[src/rtl/kar_pkg.sv]
`timescale 1ns / 1ps
// ============================================================================
// kar_pkg
// Shared types and constants of the key axis resolver: field widths, command
// and key state codes, register layout and controller/datapath handshakes.
// ============================================================================
package kar_pkg;

    localparam int KEY_W    = 8;
    localparam int BKEY_W   = 9;
    localparam int SCALE_W  = 16;
    localparam int STATE_W  = 2;
    localparam int MAX_BIND = 4;
    localparam int NUM_REGS = 2 * MAX_BIND;
    localparam int PADDR_W  = 5;
    localparam int PDATA_W  = 32;
    localparam int REG_IDX_W = 3;

    // Value of a key register that matches no key.
    localparam logic [BKEY_W-1:0] KEY_UNUSED = 9'd256;

    // Item command codes.
    localparam logic CMD_EVENT = 1'b0;
    localparam logic CMD_CLEAR = 1'b1;

    // Key state codes; every other code behaves like a held key.
    localparam logic [STATE_W-1:0] ST_PRESS   = 2'd0;
    localparam logic [STATE_W-1:0] ST_RELEASE = 2'd1;
    localparam logic [STATE_W-1:0] ST_HELD    = 2'd2;

    typedef struct packed {
        logic [BKEY_W-1:0]         key;
        logic signed [SCALE_W-1:0] scale;
    } t_bind;

    typedef t_bind [MAX_BIND-1:0] t_bind_arr;

    // Commands from the controller to the datapath.
    typedef struct packed {
        logic capture;
        logic decode;
        logic compact;
        logic finish;
        logic load_out;
    } t_dp_cmd;

    // Status from the datapath to the controller.
    typedef struct packed {
        logic release_ev;
        logic compact_done;
        logic out_free;
    } t_dp_stat;

endpackage

[src/rtl/kar_ram.sv]
`timescale 1ns / 1ps
// ============================================================================
// kar_ram
// Generic single write port, single read port RAM with registered read data.
// ============================================================================
module kar_ram #(
    parameter int WIDTH = 8,
    parameter int DEPTH = 16
) (
    input  logic                     i_clk,
    input  logic                     i_we,
    input  logic [$clog2(DEPTH)-1:0] i_waddr,
    input  logic [WIDTH-1:0]         i_wdata,
    input  logic [$clog2(DEPTH)-1:0] i_raddr,
    output logic [WIDTH-1:0]         o_rdata
);

    logic [WIDTH-1:0] r_mem [DEPTH];
    logic [WIDTH-1:0] r_rdata;

    always_ff @(posedge i_clk) begin
        if (i_we) begin
            r_mem[i_waddr] <= i_wdata;
        end
        r_rdata <= r_mem[i_raddr];
    end

    assign o_rdata = r_rdata;

endmodule

[src/rtl/kar_cfg.sv]
`timescale 1ns / 1ps
// ============================================================================
// kar_cfg
// APB register file holding the key code and scale of each binding.
// ============================================================================
module kar_cfg import kar_pkg::*; (
    input  logic               i_clk,
    input  logic               i_rst_n,
    input  logic               psel,
    input  logic               penable,
    input  logic               pwrite,
    input  logic [PADDR_W-1:0] paddr,
    input  logic [PDATA_W-1:0] pwdata,
    output logic [PDATA_W-1:0] prdata,
    output logic               pready,
    output t_bind_arr          o_binds
);

    t_bind_arr              r_binds;
    logic [REG_IDX_W-1:0]   w_idx;
    logic                   w_wr;
    logic [MAX_BIND-1:0]    w_sel_bind;

    assign w_idx      = paddr[PADDR_W-1:2];
    assign w_wr       = psel && penable && pwrite;
    assign w_sel_bind = MAX_BIND'(1) << w_idx[REG_IDX_W-1:1];

    always_ff @(posedge i_clk) begin
        if (!i_rst_n) begin
            for (int i = 0; i < MAX_BIND; i++) begin
                r_binds[i].key   <= KEY_UNUSED;
                r_binds[i].scale <= '0;
            end
        end else if (w_wr) begin
            for (int i = 0; i < MAX_BIND; i++) begin
                if (w_sel_bind[i]) begin
                    if (!w_idx[0]) begin
                        r_binds[i].key <= pwdata[BKEY_W-1:0];
                    end else begin
                        r_binds[i].scale <= pwdata[SCALE_W-1:0];
                    end
                end
            end
        end
    end

    always_comb begin
        if (!w_idx[0]) begin
            prdata = PDATA_W'(r_binds[w_idx[REG_IDX_W-1:1]].key);
        end else begin
            prdata = PDATA_W'(r_binds[w_idx[REG_IDX_W-1:1]].scale);
        end
    end

    assign pready  = 1'b1;
    assign o_binds = r_binds;

endmodule

[src/rtl/kar_ctrl.sv]
`timescale 1ns / 1ps
// ============================================================================
// kar_ctrl
// Sequencer of the resolver: decode, queue compaction, finish, result hand-off.
// ============================================================================
module kar_ctrl import kar_pkg::*; (
    input  logic     i_clk,
    input  logic     i_rst_n,
    input  logic     i_in_valid,
    input  t_dp_stat i_stat,
    output t_dp_cmd  o_cmd,
    output logic     o_busy
);

    localparam logic [2:0] S_IDLE    = 3'd0;
    localparam logic [2:0] S_DECODE  = 3'd1;
    localparam logic [2:0] S_COMPACT = 3'd2;
    localparam logic [2:0] S_FINISH  = 3'd3;
    localparam logic [2:0] S_DONE    = 3'd4;

    logic [2:0] r_state;
    logic [2:0] n_state;

    always_comb begin
        n_state = r_state;
        o_cmd   = '0;
        case (r_state)
            S_IDLE: begin
                if (i_in_valid) begin
                    o_cmd.capture = 1'b1;
                    n_state = S_DECODE;
                end
            end
            S_DECODE: begin
                o_cmd.decode = 1'b1;
                n_state = i_stat.release_ev ? S_COMPACT : S_DONE;
            end
            S_COMPACT: begin
                o_cmd.compact = 1'b1;
                if (i_stat.compact_done) begin
                    n_state = S_FINISH;
                end
            end
            S_FINISH: begin
                o_cmd.finish = 1'b1;
                n_state = S_DONE;
            end
            S_DONE: begin
                if (i_stat.out_free) begin
                    o_cmd.load_out = 1'b1;
                    n_state = S_IDLE;
                end
            end
            default: begin
                n_state = S_IDLE;
            end
        endcase
    end

    always_ff @(posedge i_clk) begin
        if (!i_rst_n) begin
            r_state <= S_IDLE;
        end else begin
            r_state <= n_state;
        end
    end

    assign o_busy = (r_state != S_IDLE);

endmodule

[src/rtl/kar_dp.sv]
`timescale 1ns / 1ps
// ============================================================================
// kar_dp
// Datapath: item registers, binding lookup, pressed-key queue with its
// compaction pass, axis register and the output register.
// ============================================================================
module kar_dp import kar_pkg::*; #(
    parameter int QUEUE_DEPTH  = 16,
    parameter int NUM_BINDINGS = 4
) (
    input  logic                      i_clk,
    input  logic                      i_rst_n,
    input  t_dp_cmd                   i_cmd,
    output t_dp_stat                  o_stat,
    input  t_bind_arr                 i_binds,
    input  logic                      i_item_cmd,
    input  logic [KEY_W-1:0]          i_item_key,
    input  logic [STATE_W-1:0]        i_item_state,
    input  logic                      i_out_stall,
    output logic                      o_out_valid,
    output logic signed [SCALE_W-1:0] o_out_axis,
    output logic                      o_out_dropped
);

    localparam int IDX_W = $clog2(QUEUE_DEPTH);
    localparam int CNT_W = $clog2(QUEUE_DEPTH + 1);
    localparam logic [CNT_W-1:0] CNT_FULL = CNT_W'(QUEUE_DEPTH);

    function automatic logic [SCALE_W:0] f_lookup(input logic [KEY_W-1:0] k,
                                                   input t_bind_arr b);
        logic [SCALE_W:0] res;
        res = '0;
        for (int i = NUM_BINDINGS - 1; i >= 0; i--) begin
            if (b[i].key == {1'b0, k}) begin
                res = {1'b1, b[i].scale};
            end
        end
        return res;
    endfunction

    logic                      r_cmd;
    logic [KEY_W-1:0]          r_key;
    logic [STATE_W-1:0]        r_kstate;
    logic [CNT_W-1:0]          r_count,  n_count;
    logic signed [SCALE_W-1:0] r_axis,   n_axis;
    logic                      r_dropped, n_dropped;
    logic [CNT_W-1:0]          r_rd_idx, n_rd_idx;
    logic [CNT_W-1:0]          r_wr_idx, n_wr_idx;
    logic                      r_pend,   n_pend;
    logic [KEY_W-1:0]          r_first,  n_first;
    logic                      r_out_valid;
    logic signed [SCALE_W-1:0] r_out_axis;
    logic                      r_out_dropped;

    logic                      w_we;
    logic [IDX_W-1:0]          w_waddr;
    logic [KEY_W-1:0]          w_wdata;
    logic [IDX_W-1:0]          w_raddr;
    logic [KEY_W-1:0]          w_rdata;
    logic [SCALE_W:0]          w_item_hit;
    logic [SCALE_W:0]          w_first_hit;
    logic                      w_event;

    kar_ram #(
        .WIDTH (KEY_W),
        .DEPTH (QUEUE_DEPTH)
    ) u_queue (
        .i_clk   (i_clk),
        .i_we    (w_we),
        .i_waddr (w_waddr),
        .i_wdata (w_wdata),
        .i_raddr (w_raddr),
        .o_rdata (w_rdata)
    );

    assign w_item_hit  = f_lookup(r_key, i_binds);
    assign w_first_hit = f_lookup(r_first, i_binds);
    assign w_event     = (r_cmd == CMD_EVENT) && w_item_hit[SCALE_W] &&
                         ((r_kstate == ST_PRESS) || (r_kstate == ST_RELEASE));

    always_comb begin
        n_count   = r_count;
        n_axis    = r_axis;
        n_dropped = r_dropped;
        n_rd_idx  = r_rd_idx;
        n_wr_idx  = r_wr_idx;
        n_pend    = r_pend;
        n_first   = r_first;
        w_we      = 1'b0;
        w_waddr   = r_count[IDX_W-1:0];
        w_wdata   = r_key;
        w_raddr   = '0;

        if (i_cmd.decode) begin
            n_dropped = 1'b0;
            if (r_cmd == CMD_CLEAR) begin
                n_count = '0;
                n_axis  = '0;
            end else if (w_event && (r_kstate == ST_PRESS)) begin
                n_axis = w_item_hit[SCALE_W-1:0];
                if (r_count < CNT_FULL) begin
                    w_we    = 1'b1;
                    n_count = r_count + CNT_W'(1);
                end else begin
                    n_dropped = 1'b1;
                end
            end else if (w_event) begin
                // Release: start the walk by reading the oldest entry.
                n_pend   = (r_count != '0);
                n_rd_idx = CNT_W'(1);
                n_wr_idx = '0;
            end
        end

        if (i_cmd.compact) begin
            if (r_pend) begin
                if (w_rdata != r_key) begin
                    w_we     = 1'b1;
                    w_waddr  = r_wr_idx[IDX_W-1:0];
                    w_wdata  = w_rdata;
                    n_wr_idx = r_wr_idx + CNT_W'(1);
                    if (r_wr_idx == '0) begin
                        n_first = w_rdata;
                    end
                end
            end
            w_raddr = r_rd_idx[IDX_W-1:0];
            n_pend  = r_pend && (r_rd_idx < r_count);
            if (n_pend) begin
                n_rd_idx = r_rd_idx + CNT_W'(1);
            end
        end

        if (i_cmd.finish) begin
            n_count = r_wr_idx;
            if ((r_wr_idx != '0) && w_first_hit[SCALE_W]) begin
                n_axis = w_first_hit[SCALE_W-1:0];
            end else begin
                n_axis = '0;
            end
        end
    end

    always_ff @(posedge i_clk) begin
        if (!i_rst_n) begin
            r_count     <= '0;
            r_axis      <= '0;
            r_pend      <= 1'b0;
            r_out_valid <= 1'b0;
        end else begin
            r_count <= n_count;
            r_axis  <= n_axis;
            r_pend  <= n_pend;
            if (i_cmd.load_out) begin
                r_out_valid <= 1'b1;
            end else if (!i_out_stall) begin
                r_out_valid <= 1'b0;
            end
        end
    end

    always_ff @(posedge i_clk) begin
        if (i_cmd.capture) begin
            r_cmd    <= i_item_cmd;
            r_key    <= i_item_key;
            r_kstate <= i_item_state;
        end
        if (i_cmd.load_out) begin
            r_out_axis    <= r_axis;
            r_out_dropped <= r_dropped;
        end
        r_dropped <= n_dropped;
        r_rd_idx  <= n_rd_idx;
        r_wr_idx  <= n_wr_idx;
        r_first   <= n_first;
    end

    assign o_stat.release_ev   = w_event && (r_kstate == ST_RELEASE);
    assign o_stat.compact_done = !r_pend;
    assign o_stat.out_free     = !r_out_valid || !i_out_stall;

    assign o_out_valid   = r_out_valid;
    assign o_out_axis    = r_out_axis;
    assign o_out_dropped = r_out_dropped;

    a_count_bound: assert property (@(posedge i_clk) disable iff (!i_rst_n)
        r_count <= CNT_FULL)
        else $error("queue count beyond queue depth");

    a_compact_order: assert property (@(posedge i_clk) disable iff (!i_rst_n)
        (i_cmd.compact && r_pend) |-> (r_wr_idx < r_rd_idx))
        else $error("compaction write index caught up with read index");

    a_clear_empties: assert property (@(posedge i_clk) disable iff (!i_rst_n)
        (i_cmd.decode && (r_cmd == CMD_CLEAR)) |=> (r_count == '0 && r_axis == '0))
        else $error("clear command left queue or axis set");

    a_load_valid: assert property (@(posedge i_clk) disable iff (!i_rst_n)
        i_cmd.load_out |=> r_out_valid)
        else $error("result load did not raise output valid");

endmodule

[src/rtl/key_axis_resolver.sv]
`timescale 1ns / 1ps
// ============================================================================
// key_axis_resolver
// Resolves key press and release events into one signed Q1.14 axis value.
// ============================================================================
// Each accepted item yields exactly one result: the axis value after the item
// and a flag that is set when a press found the queue of pressed keys full.
// Up to four bindings (key code plus scale) are written over the APB port at
// byte addresses 0x00 through 0x1C, key then scale for each binding, and
// should only be changed while no item is in flight. A press, a held key, an
// unbound key or a clear command goes from decode to the done state, where
// its result is loaded once the output register is free, and the next item
// can then be accepted. A release walks the whole queue once through the
// single read port of the queue RAM, one entry per cycle, and then a finish
// step. The result sits in an output register, so the block accepts the next
// item while that result is still stalled downstream. The queue RAM needs no
// clearing after reset, because only entries below the fill count are used.
// ============================================================================
module key_axis_resolver import kar_pkg::*; #(
    parameter int QUEUE_DEPTH  = 16,
    parameter int NUM_BINDINGS = 4
) (
    input  logic                      i_clk,
    input  logic                      i_rst_n,
    // Input item channel.
    input  logic                      i_valid,
    output logic                      o_stall,
    input  logic                      i_cmd,
    input  logic [KEY_W-1:0]          i_key_code,
    input  logic [STATE_W-1:0]        i_key_state,
    // Result item channel.
    output logic                      o_valid,
    input  logic                      i_stall,
    output logic signed [SCALE_W-1:0] o_axis_value,
    output logic                      o_queue_dropped,
    // Configuration port.
    input  logic                      psel,
    input  logic                      penable,
    input  logic                      pwrite,
    input  logic [PADDR_W-1:0]        paddr,
    input  logic [PDATA_W-1:0]        pwdata,
    output logic [PDATA_W-1:0]        prdata,
    output logic                      pready
);

    t_bind_arr w_binds;
    t_dp_cmd   w_cmd;
    t_dp_stat  w_stat;
    logic      w_busy;

    // Binding registers.
    kar_cfg u_cfg (
        .i_clk   (i_clk),
        .i_rst_n (i_rst_n),
        .psel    (psel),
        .penable (penable),
        .pwrite  (pwrite),
        .paddr   (paddr),
        .pwdata  (pwdata),
        .prdata  (prdata),
        .pready  (pready),
        .o_binds (w_binds)
    );

    // The controller takes an item whenever it is back in its idle state.
    kar_ctrl u_ctrl (
        .i_clk      (i_clk),
        .i_rst_n    (i_rst_n),
        .i_in_valid (i_valid),
        .i_stat     (w_stat),
        .o_cmd      (w_cmd),
        .o_busy     (w_busy)
    );

    // Queue, lookup and axis state, plus the result register.
    kar_dp #(
        .QUEUE_DEPTH  (QUEUE_DEPTH),
        .NUM_BINDINGS (NUM_BINDINGS)
    ) u_dp (
        .i_clk         (i_clk),
        .i_rst_n       (i_rst_n),
        .i_cmd         (w_cmd),
        .o_stat        (w_stat),
        .i_binds       (w_binds),
        .i_item_cmd    (i_cmd),
        .i_item_key    (i_key_code),
        .i_item_state  (i_key_state),
        .i_out_stall   (i_stall),
        .o_out_valid   (o_valid),
        .o_out_axis    (o_axis_value),
        .o_out_dropped (o_queue_dropped)
    );

    assign o_stall = w_busy;

endmodule

[config.mk]
export PLATFORM = sky130hd
export DESIGN_NAME = key_axis_resolver
export DESIGN_NICKNAME = d
export VERILOG_FILES = /design/src/rtl/kar_pkg.sv /design/src/rtl/kar_ram.sv /design/src/rtl/kar_cfg.sv /design/src/rtl/kar_ctrl.sv /design/src/rtl/kar_dp.sv /design/src/rtl/key_axis_resolver.sv
export SDC_FILE = /design/constraint.sdc
export NUM_CORES = 1
export LEC_CHECK = 0
export ABC_AREA = 1
export BUFFER_PORTS_ARGS = -buffer_cell sky130_fd_sc_hd__clkbuf_2
export CORE_MARGIN = 1
export CORE_UTILIZATION = 55
export CTS_CLUSTER_DIAMETER = 60
export CTS_CLUSTER_SIZE = 28
export DETAILED_ROUTE_END_ITERATION = 8
export GPL_TIMING_DRIVEN = 1
export PLACE_DENSITY = 0.74
export SYNTH_ARGS = -nofsm -noshare
export SYNTH_HDL_FRONTEND = slang
export SYNTH_SLANG_ARGS = --single-unit
[constraint.sdc]
create_clock -name i_clk -period 6.4 [get_ports i_clk]
set_input_delay 0.32 -clock i_clk [delete_from_list [all_inputs] [get_ports i_clk]]
set_output_delay 0.32 -clock i_clk [all_outputs]
set_load 0.05 [all_outputs]
# After elaboration in Yosys (flattened, before gate mapping)
# Memories as Yosys holds them, arrays and structs flattened. A register that Yosys moved wholly into a read port is not among the register bits.
# Index checks and enable logic that the tools add are counted.
# word_totals
output_inout_bits	52
n_memories	1
mem_bits_rw	128
regBits	173
# op_classes
n_addsub	3
shifts	1
n_mux	70
bitwise	3
eq_ne	20
order_cmp	3
reduce_logical	37
# memory_table
memory	depth	word_bits	read_ports	rd_ports_with_merged_regs	wr	line_no	text
u_dp.u_queue.r_mem	16	8	1	1	1	kar_ram.sv:18	logic [WIDTH-1:0] r_mem [DEPTH];
# op_table
operator	n
$mux 17	8
$mux 5	18
$mux 16	5
$eq 9x8->1	8
$bmux 25 s2	1
$mux 32	1
$reduce_and 3->1	10
$mux 25	1
$mux 1	24
$mux 8	3
$mux 4	4
$add 5x1->5 const B	3
$pmux 3 s5	1
$mux 3	4
$reduce_bool 5->1	2
$reduce_bool 3->1	3
$logic_and 1x1->1	8
$ne 2x2->1 const B	4
$ne 8x8->1	1
$reduce_and 4->1	2
$eq 3x2->1 const B	2
$reduce_bool 2->1	3
$logic_not 5->1	1
$lt 5x5->1	1
other kinds (14)	19

# Logic depth before layout (Yosys ltp)
# Gate-level depths: netlist of run 1.
# depth
word_depth	16
depth_mapped	17
ltp_nobuf	16

# Cells and area by module
# From an unflattened synthesis of run 1, not the netlist that was laid out.
# unflattened
cells_unflattened	2351
area_unflattened_um2	16928.7
# modules_own_cells
mod	seq_area_each_um2	instances	area_each_um2	cells_per_inst
kar_ram	4003.8	1	5771.8	553
kar_dp	1771.7	1	5667.9	903
kar_cfg	2001.9	1	5297.6	865
kar_ctrl	60.1	1	191.4	30

# Least setup slack after synthesis of run 1
# No wires, ideal clock.
# synth_path
path_type	in2out
startpoint	input port paddr[4]
endpoint	output port prdata[16]
arrival_ps	2658
n_path_buf	3
setup_slack_ps	3422
cell_stages	7
required_time_ps	6080
path_cell_list	nand2_1 > clkbuf_1 > inv_1 > clkbuf_1 > a221oi_1 > nor2_1 > buf_4
# synth_between
elab_chain_len	3
# synth_lines
element	line_no	text
from (decl)	key_axis_resolver.sv:40	input logic [PADDR_W-1:0] paddr,
$bmux 25 s2	kar_cfg.sv:51	prdata = PDATA_W'(r_binds[w_idx[REG_IDX_W-1:1]].scale);
$mux 25	-	
$mux 32	kar_cfg.sv:48	if (!w_idx[0]) begin
to (decl)	key_axis_resolver.sv:42	output logic [PDATA_W-1:0] prdata,
# No other way between the ends. The select of a mux whose other input is x is not followed.

# Worst setup path after layout of run 1
# layout_path
startpoint	register u_ctrl.r_state[2]
endpoint	memory u_dp.u_queue.r_mem[9][2], enable pin
# layout_between
elab_chain_len	8
word_cells_on_any_way	11
# layout_lines
element	line_no	text
from (decl)	kar_ctrl.sv:21	logic [2:0] r_state;
from (signal assigned)	kar_ctrl.sv:64	r_state <= n_state;
$eq 3x1->1	kar_ctrl.sv:27	case (r_state)
$mux 1	kar_ctrl.sv:27	
$mux 1	kar_dp.sv:94	if (i_cmd.decode) begin
$mux 1	kar_dp.sv:117	if (w_rdata != r_key) begin
$mux 1	kar_dp.sv:116	if (r_pend) begin
$mux 1	kar_dp.sv:115	if (i_cmd.compact) begin
$mux 1	kar_ram.sv:22	if (i_we) begin
$mux 1 (implied by the code)	kar_ram.sv:23	r_mem[i_waddr] <= i_wdata;
to (decl)	kar_ram.sv:18	
# Several ways; a longest one is shown, not always the timed one.

==> results of run 1 <==
## flip-flops by register name, indices dropped and copies added (netlist names), 2 cells and up
name and flops:
u_dp.r_rd_idx 5, u_ctrl.r_state 3, u_dp.r_count 5, u_dp.r_wr_idx 5, u_dp.u_queue.o_rdata 8, u_cfg.o_binds 100, u_dp.r_kstate 2, u_dp.r_key 8
u_dp.r_axis 16, u_dp.u_queue.r_mem 128, u_dp.o_out_axis 16, u_dp.r_first 8
## routing by layer
layer	global-route usage (%)	vias to the layer above	part of all wire, %
li1	-	6262	-
met1	39.6	6077	42
met2	48.1	610	45
met3	3.86	138	7.7
met4	13.5	0	4.9
met5	0	-	0
## cell type report
type | instances | area [sq um]
Inverter | 185 | 694
Fill cell | 2289 | 10200
Timing Repair Buffer | 113 | 661
Tap cell | 341 | 427
Clock buffer | 28 | 701
Sequential cell | 309 | 7840
Clock inverter | 20 | 278
Multi-Input combinational cell | 1259 | 6190
## kinds of logic (layout without fill, tap and decap cells)
| kind of cell | after synthesis | count (layout) |
|---|---|---|
| AO/OA/AOI/OAI | 375 | 375 |
| XOR/XNOR | 22 | 22 |
| adder cells (fa/ha/maj) | 9 | 9 |
| buffers and inverters | 290 | 346 |
| flip-flops | 309 | 309 |
| multiplexers | 29 | 29 |
| other | 1 | 1 |
| AND/OR/NAND/NOR | 823 | 823 |
## cell usage after synthesis, drive strengths merged (7+ instances only)
cell type	number	area share, %
o22ai	20	0.82
nand4	11	0.49
edfxtp	165	33
xnor2	14	0.81
a21oi	106	3.5
mux2i	29	1.9
o211ai	7	0.35
nand2	448	11
o21ai	180	6.0
ha	9	0.74
dfxtp	144	19
nor2	251	6.7
a221oi	15	0.86
inv	182	4.5
o221ai	30	1.7
or2	9	0.37
nand3	96	3.3
clkbuf	64	1.6
xor2	8	0.46
buf	41	1.7
## where the power goes
group	internal, mW	switching, mW
Clock	0.866	0.867
Sequential	2.12	0.0285
Combinational	0.0783	0.215
Total	3.07	1.11
## per-stage QoR
step / cell area, sq um / util, % / setup WS [ps]
4_1_cts: 16800 / 62.1 / 2620
5_1_grt: 16800 / 62.1 / 2230
6_report: 16800 / 62.1 / 2550
3_5_place_dp: 15700 / 58.1 / 2640
3_3_place_gp: 15700 / 58.1 / 2720
2_1_floorplan: 15200 / - / 3420
## worst max path at each step
| stage | to | cells past startpoint | slack [ps] | startpoint |
|---|---|---|---|---|
| floorplan | prdata[16] | 7 | 3420 | paddr[4] |
| global placement | u_dp.u_queue.r_mem[9][1] | 11 | 2720 | u_ctrl.r_state[2] |
| detailed placement | u_dp.u_queue.r_mem[9][6] | 11 | 2640 | u_ctrl.r_state[2] |
| CTS | u_dp.u_queue.r_mem[9][6] | 11 | 2620 | u_ctrl.r_state[2] |
| global route | u_dp.u_queue.r_mem[9][7] | 11 | 2230 | u_ctrl.r_state[2] |
| finish | u_dp.u_queue.r_mem[9][2] | 11 | 2550 | u_ctrl.r_state[2] |
## placed cells by master (no fill, tap or decap), types with 8 or more instances in the layout
| master | count |
|---|---|
| nand4_1 | 10 |
| nand3_1 | 94 |
| xor2_1 | 8 |
| nor2_1 | 239 |
| edfxtp_1 | 165 |
| inv_2 | 14 |
| clkinv_8 | 10 |
| mux2i_1 | 29 |
| dlygate4sd3_1 | 12 |
| nand2_1 | 441 |
| buf_4 | 14 |
| dfxtp_1 | 144 |
| clkbuf_16 | 28 |
| o22ai_1 | 20 |
| a21oi_1 | 104 |
| a221oi_1 | 15 |
| o221ai_1 | 30 |
| ha_1 | 9 |
| xnor2_1 | 14 |
| inv_1 | 168 |
| o21ai_0 | 171 |
| clkbuf_2 | 86 |
## what timing repair did
item                                    in CTS  in global routing
endpoints found under the hold margin       12                  0
hold buffers                                12                  0
endpoints found under the setup margin       0                  0
## worst max-delay path, cell delays in order, from the launching register on
cell and delay, ps:
dfxtp_1 350, nor2_1 140, inv_1 100, nor2_4 140
inv_1 130, nor2_1 350, nand2_1 680, o21ai_0 660
inv_1 110, nor2_1 110, nand2_1 150, nor2_1 580
==> metrics.csv, run 1 <==
metric,value,unit
Hold Path Class,input port to flop,
Crit Path Class,flop to flop,
crit path max fanout,30,
post-synthesis mux area share,1.91,%
clock slew at reported path FFs,90,ps
Final Setup Violations,0,
"Async S/R FF share, synth",0,%
"Remaining Overflow, GRT",0,
RD Place Congestion,0.954,
Crit. End Element,flop,
LEAKAGE,6.99,nW
worst hold margin,76.4,ps
post-DP HPWL,28.2,mm
vias in the first global route,12035,
reg2reg setup slack,2550,ps
Chip Width,168,um
Fmax,260,MHz
drt total wl,42.2,mm
Rows,60,
Clock Path Buffers,3,
Num CTS Buffers,26,
worst r2r src,u_ctrl.r_state[2],
I/O Buffers,87,
Slew HR,11.4,%
Setup TNS,0,ps
synthesized-area fraction occupied by adder cells,0.740,%
GR Util All Layers,29.6,%
# nets final,1958,
placed instance count,2195,
largest net degree at the start of global routing,91,
initial antenna violation count,0,
status,"finished, final reports clean",
share of post-route cells with drive strength above 1,10.3,%
"Clk Latency, worst-skew pair",560,ps
post-CTS sizing,0,
clock sink total,309,
count of non-filler cells in the finished layout,2255,
Detail Route Antenna Nets,0,
Root Driver,clkbuf_16,
first-pass GRT wire length,65.6,mm
worst path arrival time,4050,ps
Mapped Nets,1922,
largest family of logic cells by synthesized area,simple AND/OR/NAND/NOR gates,
Hold Crit Start,pwdata[15],
CTS tree,yes,
R2R Path End,u_dp.u_queue.r_mem[9][2],
Compound-Gate Fraction of Synth Area,14.2,%
DRC,0,
Synth-to-Final Area Change,10.3,%
ANT cells,0,
Slew @ Worst Pin,1320,ps
worst hold endpoint,u_cfg.o_binds[90],
skew final,29.5,ps
Die Area,28300,sq um
RSZ-0062 raised after global routing,no,
Setup Buffers After CTS,0,
Cells after Synth,1858,
Core Box Area,27000,sq um
Post-Synth Simple-Gate Area,22.5,%
initial drt markers,1567,
synthesized area per cell,8.19,sq um
Worst R2R Path Depth,11,
Hold Fails Final Rpt,0,
DR vias,13087,
Avg Vias per Cell,5.80,
Synth Area in XOR/XNOR,1.27,%
"FF+latch count, synth",309,
Post-Syn Area,15200,sq um
Worst IR Drop VDD,0.295,mV
DIE HEIGHT,168,um
CP Launch Type,flop,
Critical Path RT,6600,ps
H-tree depth,1,
Synth Flop Type,edfxtp_1,
"EDFF count, synth",165,
synth unique cells,52,
Final Power,4.18,mW
hold path depth,3,
number of slew-limit violations in the final report,0,
max_cap viols,0,
final worst path period share,60.2,%
YS warnings,0,
first-pass iteration count of the detailed router,6,
Cell Pwr Density,249,nW/um^2
Top Ports,107,
Initial Util,56.3,%
Tmin final,3850,ps
average wire per standard cell,18.7,um
sequential element share of the synthesized area,51.5,%
Note: power is estimated with default switching activity, not from simulation.
==> run 2: changes to the inputs <==
- ABC_AREA: 1 -> 0
- clock period: 6.4 -> 3.7 ns (I/O delays scaled with it)
==> metrics.csv, run 2 <==
metric,value,unit,change
Die Area,27800,sq um,-1.8%
"most common cell after layout, fill and taps aside",nand2_1,,
Chip Width,167,um,-0.92%
"EDFF count, synth",165,,unchanged
"commonest non-fill, non-tap cells in the layout","205 x nand2_1, 165 x edfxtp_1, 142 x dfxtp_1",,
cell breakdown of the critical path,"xor2_1, nor3_1, nand3_1, a41o_1, o32ai_1, nand2_1, nor2_1, buf_4",,
vias in the first global route,10994,,-8.6%
DR vias,11408,,-13%
worst r2r src,u_dp.r_key[4],,
cts hold-fix bufs,26,,+14
Setup TNS,0,ps,unchanged
reg2reg setup slack,290,ps,-2250 ps
max FFs per register,128,,unchanged
Tmin final,3410,ps,-445 ps
I/O Buffers,87,,unchanged
number of slew-limit violations in the final report,0,,unchanged
"top cells by count, synth","205 x nand2_1, 165 x edfxtp_1, 144 x dfxtp_1",,
Final Setup Violations,0,,unchanged
Hold Fails Final Rpt,0,,unchanged
Cell Pwr Density,406,nW/um^2,+63%
"FF+latch count, synth",309,,unchanged
Critical Path RT,3970,ps,-2630 ps
Hold Path Class,input port to flop,,
"delay-heaviest family, CP",simple AND/OR/NAND/NOR gates,,
GR Util All Layers,28.4,%,-1.2 points
# nets final,1530,,-22%
Hold Crit Start,pwdata[1],,
Rows,59,,-1.7%
Worst R2R Path Depth,8,,-3
clock slew at reported path FFs,80,ps,about the same
synthesized area per cell,10.6,sq um,+29%
R2R Path End,u_dp.u_queue.r_mem[9][1],,
most common cell in the netlist,nand2_1,,
Slew HR,30.9,%,+20 points
largest net degree at the start of global routing,59,,-35%
initial antenna violation count,0,,unchanged
final worst path period share,92.1,%,+32 points
Slew @ Worst Pin,1040,ps,-285 ps
Core Box Area,26400,sq um,-2.5%
status,"finished, final reports clean",,
average wire per standard cell,21.7,um,+16%
Crit Path Class,flop to flop,,
drt total wl,39.4,mm,-6.8%
"Remaining Overflow, GRT",0,,unchanged
Mapped Nets,1474,,-23%
share of post-route cells with drive strength above 1,18.9,%,+8.5 points
worst path arrival time,3670,ps,-380 ps
top cell type by total area after synthesis,edfxtp_1,,
Post-Syn Area,14900,sq um,-1.8%
worst path bufs/invs,1,,-2
skew final,21.3,ps,-8.21 ps
RSZ-0062 raised after global routing,no,,
CP Launch Type,flop,,
max_cap viols,0,,unchanged
Detail Route Antenna Nets,0,,unchanged
ANT cells,0,,unchanged
first-pass GRT wire length,61.8,mm,-5.8%
hold path depth,3,,unchanged
top-area cell type share of the netlist area,33.2,%,+0.61 points
DRC,0,,unchanged
worst hold endpoint,u_cfg.o_binds[1],,
Setup Buffers After CTS,0,,unchanged
Synth area leaders,"edfxtp_1 33%, dfxtp_1 19%, nand2_1 5.2%",,
post-DP HPWL,25.9,mm,-8.0%
Root Driver,clkbuf_16,,
synth unique cells,63,,+21%
Final Power,6.76,mW,+62%
register name with the most flops,u_dp.u_queue.r_mem,,
Crit. End Element,flop,,
DIE HEIGHT,167,um,-0.92%
YS warnings,0,,unchanged
"Async S/R FF share, synth",0,%,unchanged
Synth-to-Final Area Change,11.5,%,
initial drt markers,1458,,-7.0%
CP max stage cell,edfxtp_1,,
Fmax,293,MHz,+13%
CTS tree,yes,,
Worst IR Drop VDD,0.455,mV,+54%
Initial Util,56.7,%,+0.37 points
Cells after Synth,1410,,-24%
"Clk Latency, worst-skew pair",560,ps,about the same
Fill cells,2112,,-7.7%
Num CTS Buffers,24,,-7.7%
crit path max fanout,6,,-80%
sequential element share of the synthesized area,52.5,%,+0.97 points
Top Ports,107,,unchanged
post-CTS sizing,0,,unchanged
first-pass iteration count of the detailed router,5,,-1
Clock Path Buffers,3,,unchanged
clock sink total,309,,unchanged
Avg Vias per Cell,6.27,,+8.1%
Synth Flop Type,edfxtp_1,,
RD Place Congestion,0.894,,-6.3%
Critical Path Max Stage Delay,540,ps,-140 ps
LEAKAGE,5.76,nW,-18%
H-tree depth,1,,unchanged
-- run 2: cell types whose count changed in the layout (fill, tap and decap cells not counted), moves of 23 or more --
cell,before,now
o311ai_0,0,23
o21ai_0,171,53
nand3_1,94,27
mux4_2,0,25
xor2_1,8,45
nor2_1,239,77
mux2_2,0,51
buf_4,14,47
o221ai_1,30,1
nand2_1,441,205
mux2i_1,29,55
a31oi_1,1,30
inv_1,168,29
-- run 2: cell type report --
type / count / area (sq um) / share of cell area, %
inverter: 30 / 113 / 0.676
clock buffer: 24 / 601 / 3.60
sequential: 309 / 7840 / 47.0
timing repair buffer: 161 / 1070 / 6.41
clock inverter: 20 / 240 / 1.44
multi-input combinational: 940 / 6380 / 38.3
tap: 335 / 419 / 2.52
-- run 2: worst register-to-register path, delay by kind of cell (launching register included) --
family	cells	cell delay, ps
flip-flops	1	540
buffers and inverters	1	210
XOR/XNOR	1	200
AO/OA/AOI/OAI	2	820
AND/OR/NAND/NOR	4	1350
-- run 2: how the worst max path moves through the flow --
| stage | depth (start not counted) | slack, ps | endpoint | startpoint |
|---|---|---|---|---|
| after CTS | 8 | 400 | u_dp.u_queue.r_mem[9][1] | u_dp.r_key[4] |
| after detailed placement | 8 | 400 | u_dp.u_queue.r_mem[9][1] | u_dp.r_key[4] |
| final | 8 | 290 | u_dp.u_queue.r_mem[9][1] | u_dp.r_key[4] |
| after floorplan | 9 | 880 | u_dp.u_queue.r_mem[10][0] | u_dp.r_key[6] |
| after global placement | 8 | 450 | u_dp.u_queue.r_mem[9][4] | u_dp.r_key[1] |
| after global routing | 8 | 200 | u_dp.u_queue.r_mem[9][1] | u_dp.r_key[1] |
-- run 2: per-stage QoR --
step / worst slack [ps] / instance area, sq um / hold slack, ps / instances / util (%)
global route: 199 / 16700 / 26.9 / 1819 / 63.2
global placement: 451 / 15600 / 366 / 1749 / 59.1
floorplan: 882 / 14900 / 284 / 1410 / -
finish: 293 / 16700 / 17.3 / 1819 / 63.2
CTS: 396 / 16700 / 2.48 / 1819 / 63.2
detailed placement: 399 / 15600 / 364 / 1749 / 59.1
-- run 2: metal layers --
metal  wire (um)  global-route usage, %  vias up
met5           0                      0        -
met4        1090                   9.98        0
li1            -                      -     5245
met1       16800                   39.7     5512
met2       18400                   45.7      558
met3        3030                   3.66       93
-- run 2: power breakdown --
| part | switching [mW] | internal [mW] |
|---|---|---|
| registers | 0.0433 | 3.64 |
| logic | 0.228 | 0.117 |
| clock network | 1.43 | 1.30 |
-- run 2: cells by family after synthesis --
kind of cell    synth area share (%)
simple gates                    12.1
compound gates                  13.9
flops                           52.5
buf+inv                         4.91
mux                             11.3
xor+xnor                        4.51
fa+ha+maj                      0.754
other cells                   0.0251
==> run 3: changes to the inputs <==
- CORE_UTILIZATION: 55 -> 43
- PLACE_DENSITY: 0.74 -> default
==> metrics.csv, run 3 (same netlist as run 2, synthesis figures left out) <==
metric,value,unit,change
RD Place Congestion,0.885,,-1.0%
Clock Path Buffers,3,,unchanged
Crit. End Element,flop,,
drt total wl,41.4,mm,+5.2%
number of slew-limit violations in the final report,0,,unchanged
GR Util All Layers,23.4,%,-5.0 points
first-pass iteration count of the detailed router,5,,unchanged
Hold Fails Final Rpt,0,,unchanged
Critical Path Max Stage Delay,590,ps,+50 ps
Crit Path Class,flop to flop,,
Tmin final,3190,ps,-219 ps
"Clk Latency, worst-skew pair",570,ps,about the same
max FFs per register,128,,unchanged
# nets final,1532,,+0.13%
Synth-to-Final Area Change,13.4,%,
Detail Route Antenna Nets,0,,unchanged
"delay-heaviest family, CP",simple AND/OR/NAND/NOR gates,,
Rows,67,,+14%
"most common cell after layout, fill and taps aside",nand2_1,,
post-route cell area,16900,sq um,+1.7%
Worst R2R Path Depth,8,,unchanged
Final Setup Violations,0,,unchanged
post-DP HPWL,27.7,mm,+6.9%
R2R Path End,u_dp.u_queue.r_mem[10][2],,
Hold Path Class,input port to flop,,
vias in the first global route,11039,,+0.41%
DR vias,11333,,-0.66%
cell breakdown of the critical path,"xnor2_1, nand4_1, or4_4, a41o_1, o32ai_1, nand2_1, nor2_1, buf_4",,
crit path max fanout,18,,+12
Root Driver,clkbuf_16,,
Die Area,35500,sq um,+28%
Slew HR,31.0,%,+0.046 points
initial drt markers,983,,-33%
I/O Buffers,87,,unchanged
worst hold endpoint,u_cfg.o_binds[80],,
clock slew at reported path FFs,80,ps,about the same
worst r2r src,u_dp.r_key[2],,
CP max stage cell,or4_4,,
average wire per standard cell,21.4,um,-1.3%
Setup TNS,0,ps,unchanged
initial antenna violation count,0,,unchanged
reg2reg setup slack,510,ps,+220 ps
H-tree depth,1,,unchanged
share of post-route cells with drive strength above 1,19.3,%,+0.39 points
Seq. cell area,7840,sq um,unchanged
ANT cells,0,,unchanged
clock sink total,309,,unchanged
"Remaining Overflow, GRT",0,,unchanged
Cell Pwr Density,422,nW/um^2,+4.0%
Slew @ Worst Pin,1040,ps,-0.691 ps
register name with the most flops,u_dp.u_queue.r_mem,,
status,"finished, final reports clean",,
Worst IR Drop VDD,0.579,mV,+27%
Num CTS Buffers,28,,+17%
final worst path period share,86.2,%,-5.9 points
CTS tree,yes,,
worst path bufs/invs,1,,unchanged
Critical Path RT,3980,ps,about the same
Chip Width,188,um,+13%
RSZ-0062 raised after global routing,no,,
max_cap viols,0,,unchanged
worst path arrival time,3460,ps,-210 ps
Top Ports,107,,unchanged
Avg Vias per Cell,5.85,,-6.8%
DRC,0,,unchanged
Fill cells,3095,,+47%
CP Launch Type,flop,,
DP Area,15700,sq um,+0.80%
"commonest non-fill, non-tap cells in the layout","205 x nand2_1, 165 x edfxtp_1, 142 x dfxtp_1",,
Multi-input gate area,6390,sq um,about the same
largest net degree at the start of global routing,56,,-5.1%
Fmax,314,MHz,+6.9%
Setup Buffers After CTS,0,,unchanged
Hold Crit Start,pwdata[5],,
skew final,32.6,ps,+11.3 ps
hold path depth,3,,unchanged
DIE HEIGHT,188,um,+13%
Core Box Area,33900,sq um,+29%
Initial Util,44.1,%,-13 points
first-pass GRT wire length,64.4,mm,+4.3%
LEAKAGE,5.84,nW,+1.3%
run 3: report_power, final:
group          total, mW  leakage, nW  internal (mW)  switching (mW)
clock network       3.12        0.496           1.61            1.51
registers           3.69         2.66           3.64          0.0458
logic              0.340         2.68          0.114           0.227
run 3: through the flow:
step / power [mW] / setup slack, ps / hold WS (ps) / cells / util, %
global route: 7.38 / 369 / 24.7 / 1938 / 50.0
floorplan: 3.97 / 882 / 284 / 1410 / -
finish: 7.15 / 512 / 30.0 / 1938 / 50.0
CTS: 7.22 / 528 / 5.33 / 1938 / 50.0
detailed placement: 4.09 / 544 / 364 / 1861 / 46.3
global placement: 4.08 / 596 / 363 / 1861 / 46.3
run 3: what timing repair did:
item	4_1_cts	5_1_grt
resized for setup	0	0
hold buffers	25	0
hold endpoints to repair	72	0
endpoints found under the setup margin	0	0
run 3: area by class of cell:
| type | count | area share [%] |
|---|---|---|
| Sequential cell | 309 | 46.3 |
| Multi-Input combinational cell | 940 | 37.7 |
| Timing Repair Buffer | 159 | 6.13 |
| Clock buffer | 29 | 4.28 |
| Tap cell | 448 | 3.31 |
| Clock inverter | 23 | 1.67 |
| Inverter | 30 | 0.664 |
run 3: per-layer routing:
layer | share of wire, % | routed length [um] | up-vias | GRT usage [%]
met5 | 0 | 0 | - | 0
met4 | 3.1 | 1270 | 0 | 7.32
met3 | 7.3 | 3040 | 87 | 3.86
met2 | 46 | 18900 | 462 | 37.1
met1 | 44 | 18300 | 5528 | 32.7
li1 | - | - | 5256 | -
run 3: how the worst max path moves through the flow:
| stage | start | endpoint | slack [ps] | cells past startpoint |
|---|---|---|---|---|
| after floorplan | u_dp.r_key[6] | u_dp.u_queue.r_mem[10][0] | 880 | 9 |
| after global placement | u_dp.r_key[2] | u_dp.u_queue.r_mem[8][6] | 600 | 8 |
| after detailed placement | u_dp.r_key[6] | u_dp.u_queue.r_mem[10][1] | 540 | 8 |
| after CTS | u_dp.r_key[6] | u_dp.u_queue.r_mem[10][3] | 530 | 8 |
| after global routing | u_dp.r_key[4] | u_dp.u_queue.r_mem[3][0] | 370 | 8 |
| final | u_dp.r_key[2] | u_dp.u_queue.r_mem[10][2] | 510 | 8 |
run 3: worst register-to-register path, cell delays in order (launching register included):
cell	delay, ps
edfxtp_1	560
xnor2_1	230
nand4_1	140
or4_4	590
a41o_1	390
o32ai_1	400
nand2_1	240
nor2_1	160
buf_4	190
